**src/hw/rtl/ffna_pkg.sv**
```systemverilog
// Shared types and constants for the ring arbiter.
`default_nettype none

package ffna_pkg;

	localparam int ID_W       = 3;
	localparam int CNT_W      = 4;
	localparam int DATA_W     = 8;
	localparam int MAX_GRANTS = 4;
	localparam int GCNT_W     = 3;

	localparam logic [CNT_W-1:0] COUNT_RESET = 4'd8;

	typedef enum logic {
		OP_REQUEST = 1'b0,
		OP_RELEASE = 1'b1
	} op_t;

	typedef struct packed {
		logic            drop;
		op_t             op;
		logic [ID_W-1:0] id;
	} cmd_t;

	typedef struct packed {
		logic busy;
		logic hold_valid;
	} back_status_t;

	typedef enum logic [2:0] {
		ST_IDLE  = 3'b001,
		ST_FETCH = 3'b010,
		ST_CHECK = 3'b100
	} back_state_t;

endpackage

`default_nettype wire

```
**src/hw/rtl/fifo_fair_neighbor_arbiter_core.sv**
```systemverilog
// Top level of the first-come, first-served ring arbiter.
//
// Usage:
//   s_axis carries one transaction per item: tuser is the operation
//   (0 request, 1 release), tdata[2:0] the requester id.
//   m_axis carries one transaction per grant: tdata[2:0] the granted id,
//   tlast marks the final grant caused by an input item.
//   cfg writes the ring size (4 bits); a write also empties the wait queue
//   and marks every requester idle. Write it only while the block is idle.
// Operation:
//   An accepted item moves the grant engine from IDLE through FETCH to CHECK;
//   each grant returns it to FETCH, and each head lookup waits on the
//   registered read of the wait-queue memory. A two-entry command queue
//   takes new items while the engine works. Each grant is held in a
//   register and goes to m_axis when the engine leaves CHECK again.
// Reset: ring size 8, queue empty, all requesters idle, no output pending.
// Stall: a held m_axis transaction stalls the engine; the command queue
//   then fills and s_axis_tready drops.
`default_nettype none

module fifo_fair_neighbor_arbiter_core
	import ffna_pkg::*;
#(
	parameter int MAX_REQUESTERS = 8
) (
	input  wire logic              clk,
	input  wire logic              arst_n,
	input  wire logic              cfg_valid,
	output logic                   cfg_ready,
	input  wire logic [CNT_W-1:0]  cfg_data,       // philosopher_count
	input  wire logic              s_axis_tvalid,
	output logic                   s_axis_tready,
	input  wire logic [DATA_W-1:0] s_axis_tdata,   // [2:0] requester_id
	input  wire logic              s_axis_tuser,   // [0] operation
	output logic                   m_axis_tvalid,
	input  wire logic              m_axis_tready,
	output logic [DATA_W-1:0]      m_axis_tdata,   // [2:0] granted_id
	output logic                   m_axis_tlast
);

	localparam int QC_W = $clog2(MAX_REQUESTERS + 1);

	logic [CNT_W-1:0] count_q;
	logic [CNT_W-1:0] ring_n;
	logic             clear;
	logic             cmd_valid;
	logic             cmd_ready;
	cmd_t             cmd;
	logic [ID_W-1:0]  out_id;
	back_status_t     status;
	logic [QC_W-1:0]  queue_count;

	assign cfg_ready = 1'b1;
	assign clear     = cfg_valid && cfg_ready;

	always_ff @(posedge clk or negedge arst_n) begin
		if (!arst_n) begin
			count_q <= COUNT_RESET;
		end else if (clear) begin
			count_q <= cfg_data;
		end
	end

	always_comb begin
		if (count_q == '0) begin
			ring_n = CNT_W'(1);
		end else if (int'(count_q) > MAX_REQUESTERS) begin
			ring_n = CNT_W'(MAX_REQUESTERS);
		end else begin
			ring_n = count_q;
		end
	end

	ffna_front u_front (
		.clk       (clk),
		.arst_n    (arst_n),
		.clear     (clear),
		.ring_n    (ring_n),
		.in_valid  (s_axis_tvalid),
		.in_ready  (s_axis_tready),
		.in_op     (op_t'(s_axis_tuser)),
		.in_id     (s_axis_tdata[ID_W-1:0]),
		.cmd_valid (cmd_valid),
		.cmd_ready (cmd_ready),
		.cmd       (cmd)
	);

	ffna_back #(
		.MAX_REQUESTERS (MAX_REQUESTERS)
	) u_back (
		.clk         (clk),
		.arst_n      (arst_n),
		.clear       (clear),
		.ring_n      (ring_n),
		.cmd_valid   (cmd_valid),
		.cmd_ready   (cmd_ready),
		.cmd         (cmd),
		.out_valid   (m_axis_tvalid),
		.out_ready   (m_axis_tready),
		.out_id      (out_id),
		.out_last    (m_axis_tlast),
		.status      (status),
		.queue_count (queue_count)
	);

	assign m_axis_tdata = DATA_W'(out_id);

`ifndef SYNTHESIS
	a_queue_bound: assert property (@(posedge clk) disable iff (!arst_n)
		int'(queue_count) <= MAX_REQUESTERS)
		else $error("wait queue count exceeds capacity");

	a_hold_busy: assert property (@(posedge clk) disable iff (!arst_n)
		status.hold_valid |-> status.busy)
		else $error("pending grant held while engine idle");

	a_hold_kept: assert property (@(posedge clk) disable iff (!arst_n)
		status.hold_valid && !cfg_valid |=> status.hold_valid || m_axis_tvalid)
		else $error("pending grant lost");
`endif

endmodule

`default_nettype wire

```
**src/hw/rtl/ffna_front.sv**
```systemverilog
// Front end: accepts transactions, range-checks the id, queues commands.
`default_nettype none

module ffna_front
	import ffna_pkg::*;
(
	input  wire logic             clk,
	input  wire logic             arst_n,
	input  wire logic             clear,
	input  wire logic [CNT_W-1:0] ring_n,
	input  wire logic             in_valid,
	output logic                  in_ready,
	input  wire op_t              in_op,
	input  wire logic [ID_W-1:0]  in_id,
	output logic                  cmd_valid,
	input  wire logic             cmd_ready,
	output cmd_t                  cmd
);

	cmd_t       buf_q [2];
	cmd_t       entry;
	logic       wr_q;
	logic       rd_q;
	logic [1:0] cnt_q;
	logic       push;
	logic       pop;

	assign in_ready  = (cnt_q != 2'd2);
	assign cmd_valid = (cnt_q != 2'd0);
	assign cmd       = buf_q[rd_q];
	assign push      = in_valid && in_ready;
	assign pop       = cmd_valid && cmd_ready;

	always_comb begin
		entry.drop = (CNT_W'(in_id) >= ring_n);
		entry.op   = in_op;
		entry.id   = in_id;
	end

	always_ff @(posedge clk) begin
		if (push) begin
			buf_q[wr_q] <= entry;
		end
	end

	always_ff @(posedge clk or negedge arst_n) begin
		if (!arst_n) begin
			wr_q  <= 1'b0;
			rd_q  <= 1'b0;
			cnt_q <= 2'd0;
		end else if (clear) begin
			wr_q  <= 1'b0;
			rd_q  <= 1'b0;
			cnt_q <= 2'd0;
		end else begin
			if (push) begin
				wr_q <= ~wr_q;
			end
			if (pop) begin
				rd_q <= ~rd_q;
			end
			cnt_q <= cnt_q + {1'b0, push} - {1'b0, pop};
		end
	end

endmodule

`default_nettype wire

```
**src/hw/rtl/ffna_back.sv**
```systemverilog
// Back end: applies commands to the ring state and grants waiting heads.
`default_nettype none

module ffna_back
	import ffna_pkg::*;
#(
	parameter int MAX_REQUESTERS = 8
) (
	input  wire logic                                 clk,
	input  wire logic                                 arst_n,
	input  wire logic                                 clear,
	input  wire logic [CNT_W-1:0]                     ring_n,
	input  wire logic                                 cmd_valid,
	output logic                                      cmd_ready,
	input  wire cmd_t                                 cmd,
	output logic                                      out_valid,
	input  wire logic                                 out_ready,
	output logic [ID_W-1:0]                           out_id,
	output logic                                      out_last,
	output back_status_t                              status,
	output logic [$clog2(MAX_REQUESTERS+1)-1:0]       queue_count
);

	localparam int IDX_W = $clog2(MAX_REQUESTERS);
	localparam int PTR_W = $clog2(MAX_REQUESTERS);
	localparam int QC_W  = $clog2(MAX_REQUESTERS + 1);

	function automatic logic [PTR_W-1:0] ptr_inc(input logic [PTR_W-1:0] p);
		logic [PTR_W-1:0] r;
		if (p == PTR_W'(MAX_REQUESTERS - 1)) begin
			r = '0;
		end else begin
			r = p + PTR_W'(1);
		end
		return r;
	endfunction

	logic [ID_W-1:0]           mem [MAX_REQUESTERS];
	logic [ID_W-1:0]           rd_data_q;
	logic [PTR_W-1:0]          head_q;
	logic [PTR_W-1:0]          tail_q;
	logic [QC_W-1:0]           qcnt_q;
	logic [MAX_REQUESTERS-1:0] idle_q;
	logic [MAX_REQUESTERS-1:0] queued_q;
	back_state_t               state_q;
	logic [GCNT_W-1:0]         gcnt_q;
	logic                      hold_valid_q;
	logic [ID_W-1:0]           hold_id_q;
	logic                      out_valid_q;
	logic [ID_W-1:0]           out_id_q;
	logic                      out_last_q;

	logic             accept;
	logic [IDX_W-1:0] cmd_idx;
	logic             do_enq;
	logic             do_rel;
	logic [CNT_W-1:0] h4;
	logic [CNT_W-1:0] right4;
	logic [CNT_W-1:0] left4;
	logic [IDX_W-1:0] right_idx;
	logic [IDX_W-1:0] left_idx;
	logic [IDX_W-1:0] h_idx;
	logic             can_grant;
	logic             out_free;
	logic             check_go;
	logic             do_grant;
	logic             do_stop;
	logic             push_out;

	assign cmd_ready = (state_q == ST_IDLE);
	assign accept    = cmd_valid && cmd_ready;
	assign cmd_idx   = IDX_W'(cmd.id);

	assign do_enq = accept && !cmd.drop && (cmd.op == OP_REQUEST) && idle_q[cmd_idx]
		&& !queued_q[cmd_idx] && (qcnt_q != QC_W'(MAX_REQUESTERS));
	assign do_rel = accept && !cmd.drop && (cmd.op == OP_RELEASE) && !idle_q[cmd_idx];

	always_comb begin
		h4 = CNT_W'(rd_data_q);
		if (h4 + CNT_W'(1) == ring_n) begin
			right4 = '0;
		end else begin
			right4 = h4 + CNT_W'(1);
		end
		if (h4 == '0) begin
			left4 = ring_n - CNT_W'(1);
		end else begin
			left4 = h4 - CNT_W'(1);
		end
	end

	assign right_idx = IDX_W'(right4);
	assign left_idx  = IDX_W'(left4);
	assign h_idx     = IDX_W'(rd_data_q);

	assign can_grant = (qcnt_q != '0) && (gcnt_q < GCNT_W'(MAX_GRANTS))
		&& idle_q[right_idx] && idle_q[left_idx];
	assign out_free  = !out_valid_q || out_ready;
	assign check_go  = (state_q == ST_CHECK) && (out_free || !hold_valid_q);
	assign do_grant  = check_go && can_grant;
	assign do_stop   = check_go && !can_grant;
	assign push_out  = (do_grant || do_stop) && hold_valid_q;

	always_ff @(posedge clk) begin
		if (do_enq) begin
			mem[tail_q] <= cmd.id;
		end
		rd_data_q <= mem[head_q];
	end

	always_ff @(posedge clk or negedge arst_n) begin
		if (!arst_n) begin
			state_q      <= ST_IDLE;
			head_q       <= '0;
			tail_q       <= '0;
			qcnt_q       <= '0;
			idle_q       <= '1;
			queued_q     <= '0;
			gcnt_q       <= '0;
			hold_valid_q <= 1'b0;
		end else if (clear) begin
			state_q      <= ST_IDLE;
			head_q       <= '0;
			tail_q       <= '0;
			qcnt_q       <= '0;
			idle_q       <= '1;
			queued_q     <= '0;
			gcnt_q       <= '0;
			hold_valid_q <= 1'b0;
		end else begin
			unique case (state_q)
				ST_IDLE: begin
					if (accept) begin
						state_q <= ST_FETCH;
						gcnt_q  <= '0;
					end
				end
				ST_FETCH: begin
					state_q <= ST_CHECK;
				end
				ST_CHECK: begin
					if (do_grant) begin
						state_q <= ST_FETCH;
					end else if (do_stop) begin
						state_q <= ST_IDLE;
					end
				end
				default: begin
					state_q <= ST_IDLE;
				end
			endcase

			if (do_enq) begin
				tail_q            <= ptr_inc(tail_q);
				qcnt_q            <= qcnt_q + QC_W'(1);
				queued_q[cmd_idx] <= 1'b1;
			end
			if (do_rel) begin
				idle_q[cmd_idx] <= 1'b1;
			end
			if (do_grant) begin
				head_q          <= ptr_inc(head_q);
				qcnt_q          <= qcnt_q - QC_W'(1);
				queued_q[h_idx] <= 1'b0;
				idle_q[h_idx]   <= 1'b0;
				gcnt_q          <= gcnt_q + GCNT_W'(1);
				hold_valid_q    <= 1'b1;
			end else if (do_stop) begin
				hold_valid_q <= 1'b0;
			end
		end
	end

	always_ff @(posedge clk) begin
		if (do_grant) begin
			hold_id_q <= rd_data_q;
		end
		if (push_out) begin
			out_id_q   <= hold_id_q;
			out_last_q <= do_stop;
		end
	end

	always_ff @(posedge clk or negedge arst_n) begin
		if (!arst_n) begin
			out_valid_q <= 1'b0;
		end else if (push_out) begin
			out_valid_q <= 1'b1;
		end else if (out_ready) begin
			out_valid_q <= 1'b0;
		end
	end

	assign out_valid         = out_valid_q;
	assign out_id            = out_id_q;
	assign out_last          = out_last_q;
	assign status.busy       = (state_q != ST_IDLE);
	assign status.hold_valid = hold_valid_q;
	assign queue_count       = qcnt_q;

endmodule

`default_nettype wire
```
**config.mk**
```make
export PLATFORM = sky130hd
export DESIGN_NAME = fifo_fair_neighbor_arbiter_core
export DESIGN_NICKNAME = d
export VERILOG_FILES = /design/src/hw/rtl/ffna_pkg.sv /design/src/hw/rtl/fifo_fair_neighbor_arbiter_core.sv /design/src/hw/rtl/ffna_front.sv /design/src/hw/rtl/ffna_back.sv
export SDC_FILE = /design/constraint.sdc
export NUM_CORES = 1
export LEC_CHECK = 0
export ABC_AREA = 1
export BUFFER_PORTS_ARGS = -buffer_cell sky130_fd_sc_hd__buf_2
export CAP_MARGIN = 10
export CORE_MARGIN = 10
export CORE_UTILIZATION = 39
export DETAILED_ROUTE_END_ITERATION = 7
export GPL_ROUTABILITY_DRIVEN = 0
export MAX_ROUTING_LAYER = met4
export PLACE_DENSITY = 0.54
export RECOVER_POWER = 100
export SLEW_MARGIN = 20
export SYNTH_ARGS = -nofsm -noshare
export SYNTH_HDL_FRONTEND = slang
export SYNTH_SLANG_ARGS = --single-unit
```
**constraint.sdc**
```tcl
create_clock -name clk -period 8.5 [get_ports clk]
set_input_delay 1.275 -clock clk [delete_from_list [all_inputs] [get_ports clk]]
set_output_delay 1.275 -clock clk [all_outputs]
set_load 0.03 [all_outputs]
```
==> impl_metrics.json <==
{
  "status": "finished, violations left",
  "violations": "capacitance limit, slew limit",
  "ys_types": 45,
  "ys.flop_type": "edfxtp_1",
  "finalCritPeriodShare": 0.519,
  "hpwl_um": 7240,
  "hold_class": "reg -> reg",
  "path_max_fanout": 29,
  "report.final.slew_viol_count": 43,
  "cts-root-buf": "clkbuf_16",
  "syn2layout_area_growth_pct": 9.45,
  "n_antenna_cell": 0,
  "hold_path_depth": 0,
  "p_leak_nw": 2.16,
  "crit_chain": "inv_1, ha_1, inv_1, nor2_1, nand3_1, nand2_1, inv_1, ha_1, inv_1, nand2_1, o21ai_0, nand2_1, nand3_1, inv_1, nand4_1, clkbuf_1, fa_1, nor2_1, nand2_1, o21ai_0",
  "final_layout_size_suffix_gt1_frac": 0.0713,
  "synth_area_mm2": 0.00449,
  "ys_ff_latch": 86,
  "cpMaxStageDelayCell": "clkbuf_1",
  "die_x_um": 127,
  "seq_area_mm2": 0.00235,
  "skew_ns": 0.00626,
  "cts_htree_levels": 3,
  "syn_inst": 514,
  "synth_edf_count": 41,
  "post-route-drc-count": 0,
  "grt_usage": 0.135,
  "max_slew_margin": -0.589,
  "die_height_um": 127,
  "total_power_mw": 1.18,
  "vias": 3361,
  "cellPowerDensity_mw_per_mm2": 241,
  "clk_pin_slew_ns": 0.06,
  "avgSynthCellArea_um2": 8.73,
  "crit_path_max_incr_delay_ns": 0.89,
  "drt-vias-per-instance": 4.97,
  "arrival_ns": 4.67,
  "post_cts_resize_count": 0,
  "rsz0062_at_grt": "no",
  "dp.cells": 660,
  "end_kind": "register",
  "worst-setup-path-type": "reg -> reg",
  "layout.nets": 562,
  "overflow": 0,
  "fmax_ghz": 0.227,
  "antenna_found_initial": 0,
  "grt_first_pass_wirelength_um": 17100,
  "start_kind": "register",
  "portBuffers": 18,
  "ir_worst_vdd_mv": 0.0942,
  "hold_buffers": 0,
  "hold_viol_final": 0,
  "yosysSeqAreaShare": 0.525,
  "drv_cap": 1,
  "setup_violations": 0,
  "rows": 39,
  "totalWireLength_um": 10100,
  "path_common_cell": "inv_1",
  "cts_tree": "built",
  "first_global_vias": 3426,
  "ioPinCount": 30,
  "final.min_clock_period_ns": 4.41,
  "holdWs_ns": 0.423,
  "first_iter_violations": 240,
  "clock_path_buffers": 2,
  "wl_per_cell_um": 14.9,
  "drtAntennaViolNets": 0,
  "post_cts_buffers": 0,
  "fillers": 1134,
  "dieArea_mm2": 0.0162,
  "start_util": 0.397,
  "cts_buffers": 9,
  "required_ns": 8.76,
  "setup_tns_ns": 0,
  "cts_sinks": 86,
  "fp.coreArea_mm2": 0.0113,
  "insertion_delay_ns": 0.34,
  "r2r_cells": 20,
  "grt_max_degree": 43,
  "drt-pass1-iter-count": 4,
  "worst-slew-pin-transition_ns": 2.38,
  "fin_cells": 676,
  "yosysWarnings": 0,
  "multiInputGateArea_mm2": 0.00175,
  "synthArstFlopShare": 0.488
}
final timing paths:
kind | end | slack, ns | startpoint
min in group asynchronous | u_back.head_q[0]$_DFFE_PN0P_ | 1.65 | arst_n
worst max-delay path | u_back.queue_count[1]$_DFFE_PN0P_ | 4.09 | u_back.h_idx[0]$_DFF_P_
worst min-delay path | u_back.out_id[1]$_DFFE_PP_ | 0.42 | u_back.hold_id_q[1]$_DFFE_PN_
max in group asynchronous | u_back.tail_q[1]$_DFFE_PN0P_ | 5.49 | arst_n
worst min register to register | u_back.out_id[1]$_DFFE_PP_ | 0.42 | u_back.hold_id_q[1]$_DFFE_PN_
worst max register to register | u_back.queue_count[1]$_DFFE_PN0P_ | 4.09 | u_back.h_idx[0]$_DFF_P_
layout by cell type, fill, tap and decap left out, drive strengths merged, types with 4 or more instances in the layout:
master / instances
nand2: 104
inv: 69
o21ai: 67
nor2: 58
edfxtp: 41
nand3: 35
dfrtp: 32
clkbuf: 23
ha: 15
nor3: 13
dfstp: 10
a21oi: 7
nand4: 6
o22ai: 6
conb: 6
buf: 6
xnor2: 5
a31oi: 4
clkinvlp: 4
synthesized netlist by cell type (all sizes together) (4+ instances only):
cell type,count,area share
nand2,104,0.088
inv,68,0.058
o21ai,67,0.076
nor2,58,0.051
edfxtp,41,0.27
nand3,35,0.044
dfrtp,32,0.18
ha,15,0.042
nor3,13,0.016
buf,12,0.018
dfstp,10,0.059
clkbuf,8,0.0070
a21oi,7,0.0078
nand4,6,0.0084
o22ai,6,0.0084
xnor2,5,0.0098
a31oi,4,0.0056
power breakdown:
part / internal, mW / total, mW / switching (mW)
clock: 0.230 / 0.401 / 0.171
combinational: 0.0806 / 0.277 / 0.196
sequential: 0.483 / 0.504 / 0.0209
total: 0.794 / 1.18 / 0.388
critical path: cells and delay by family (launching register included):
| kind | cells | cell delay [ns] |
|---|---|---|
| adder cells (fa/ha/maj) | 3 | 1.13 |
| flip-flops | 1 | 0.43 |
| buffers and inverters | 6 | 1.53 |
| AND/OR/NAND/NOR | 9 | 1.00 |
| AO/OA/AOI/OAI | 2 | 0.22 |
sequential cells by signal, indices dropped and copies added (netlist names), 2 cells and up:
| name | count |
|---|---|
| count_q | 4 |
| u_back.idle_q | 8 |
| u_front.buf_q | 10 |
| u_back.head_q | 3 |
| u_front.cnt_q | 2 |
| u_back.mem | 24 |
| u_back.hold_id_q | 3 |
| u_back.gcnt_q | 3 |
| u_back.queue_count | 4 |
| u_back.tail_q | 3 |
| u_back.queued_q | 8 |
| u_back.h_idx | 3 |
| u_back.state_q | 3 |
| u_back.out_id | 3 |
metrics by stage:
step	setup WS (ns)	instance area, um^2	utilization
final	4.09	4910	0.434
after detailed placement	4.68	4670	0.412
after floorplan	4.86	4500	-
after global routing	3.64	4910	0.434
after global placement	4.74	4670	0.412
after CTS	4.56	4970	0.439
cell type report:
class	instances	share of cell area
sequential	86	0.479
tap	143	0.0364
timing repair buffer	19	0.0160
clock buffer	10	0.0466
multi-input combinational	344	0.355
inverter	68	0.0522
clock inverter	6	0.0143
metal layers:
layer | vias up | track usage | share of wire | wire [um]
met5 | - | - | 0 | 0
met4 | 0 | 0.0536 | 0.012 | 123
met3 | 10 | 0.0261 | 0.032 | 318
met2 | 48 | 0.218 | 0.49 | 4880
met1 | 1583 | 0.161 | 0.47 | 4730
li1 | 1720 | - | - | -
kinds of logic after synthesis:
logic type	share of synthesized area
xor+xnor	0.0137
compound gates	0.115
fa+ha+maj	0.0463
buf+inv	0.0828
flops	0.525
simple gates	0.214
other cells	0.00167
mux	0.00223
Note: power is estimated with default switching activity, not from simulation.
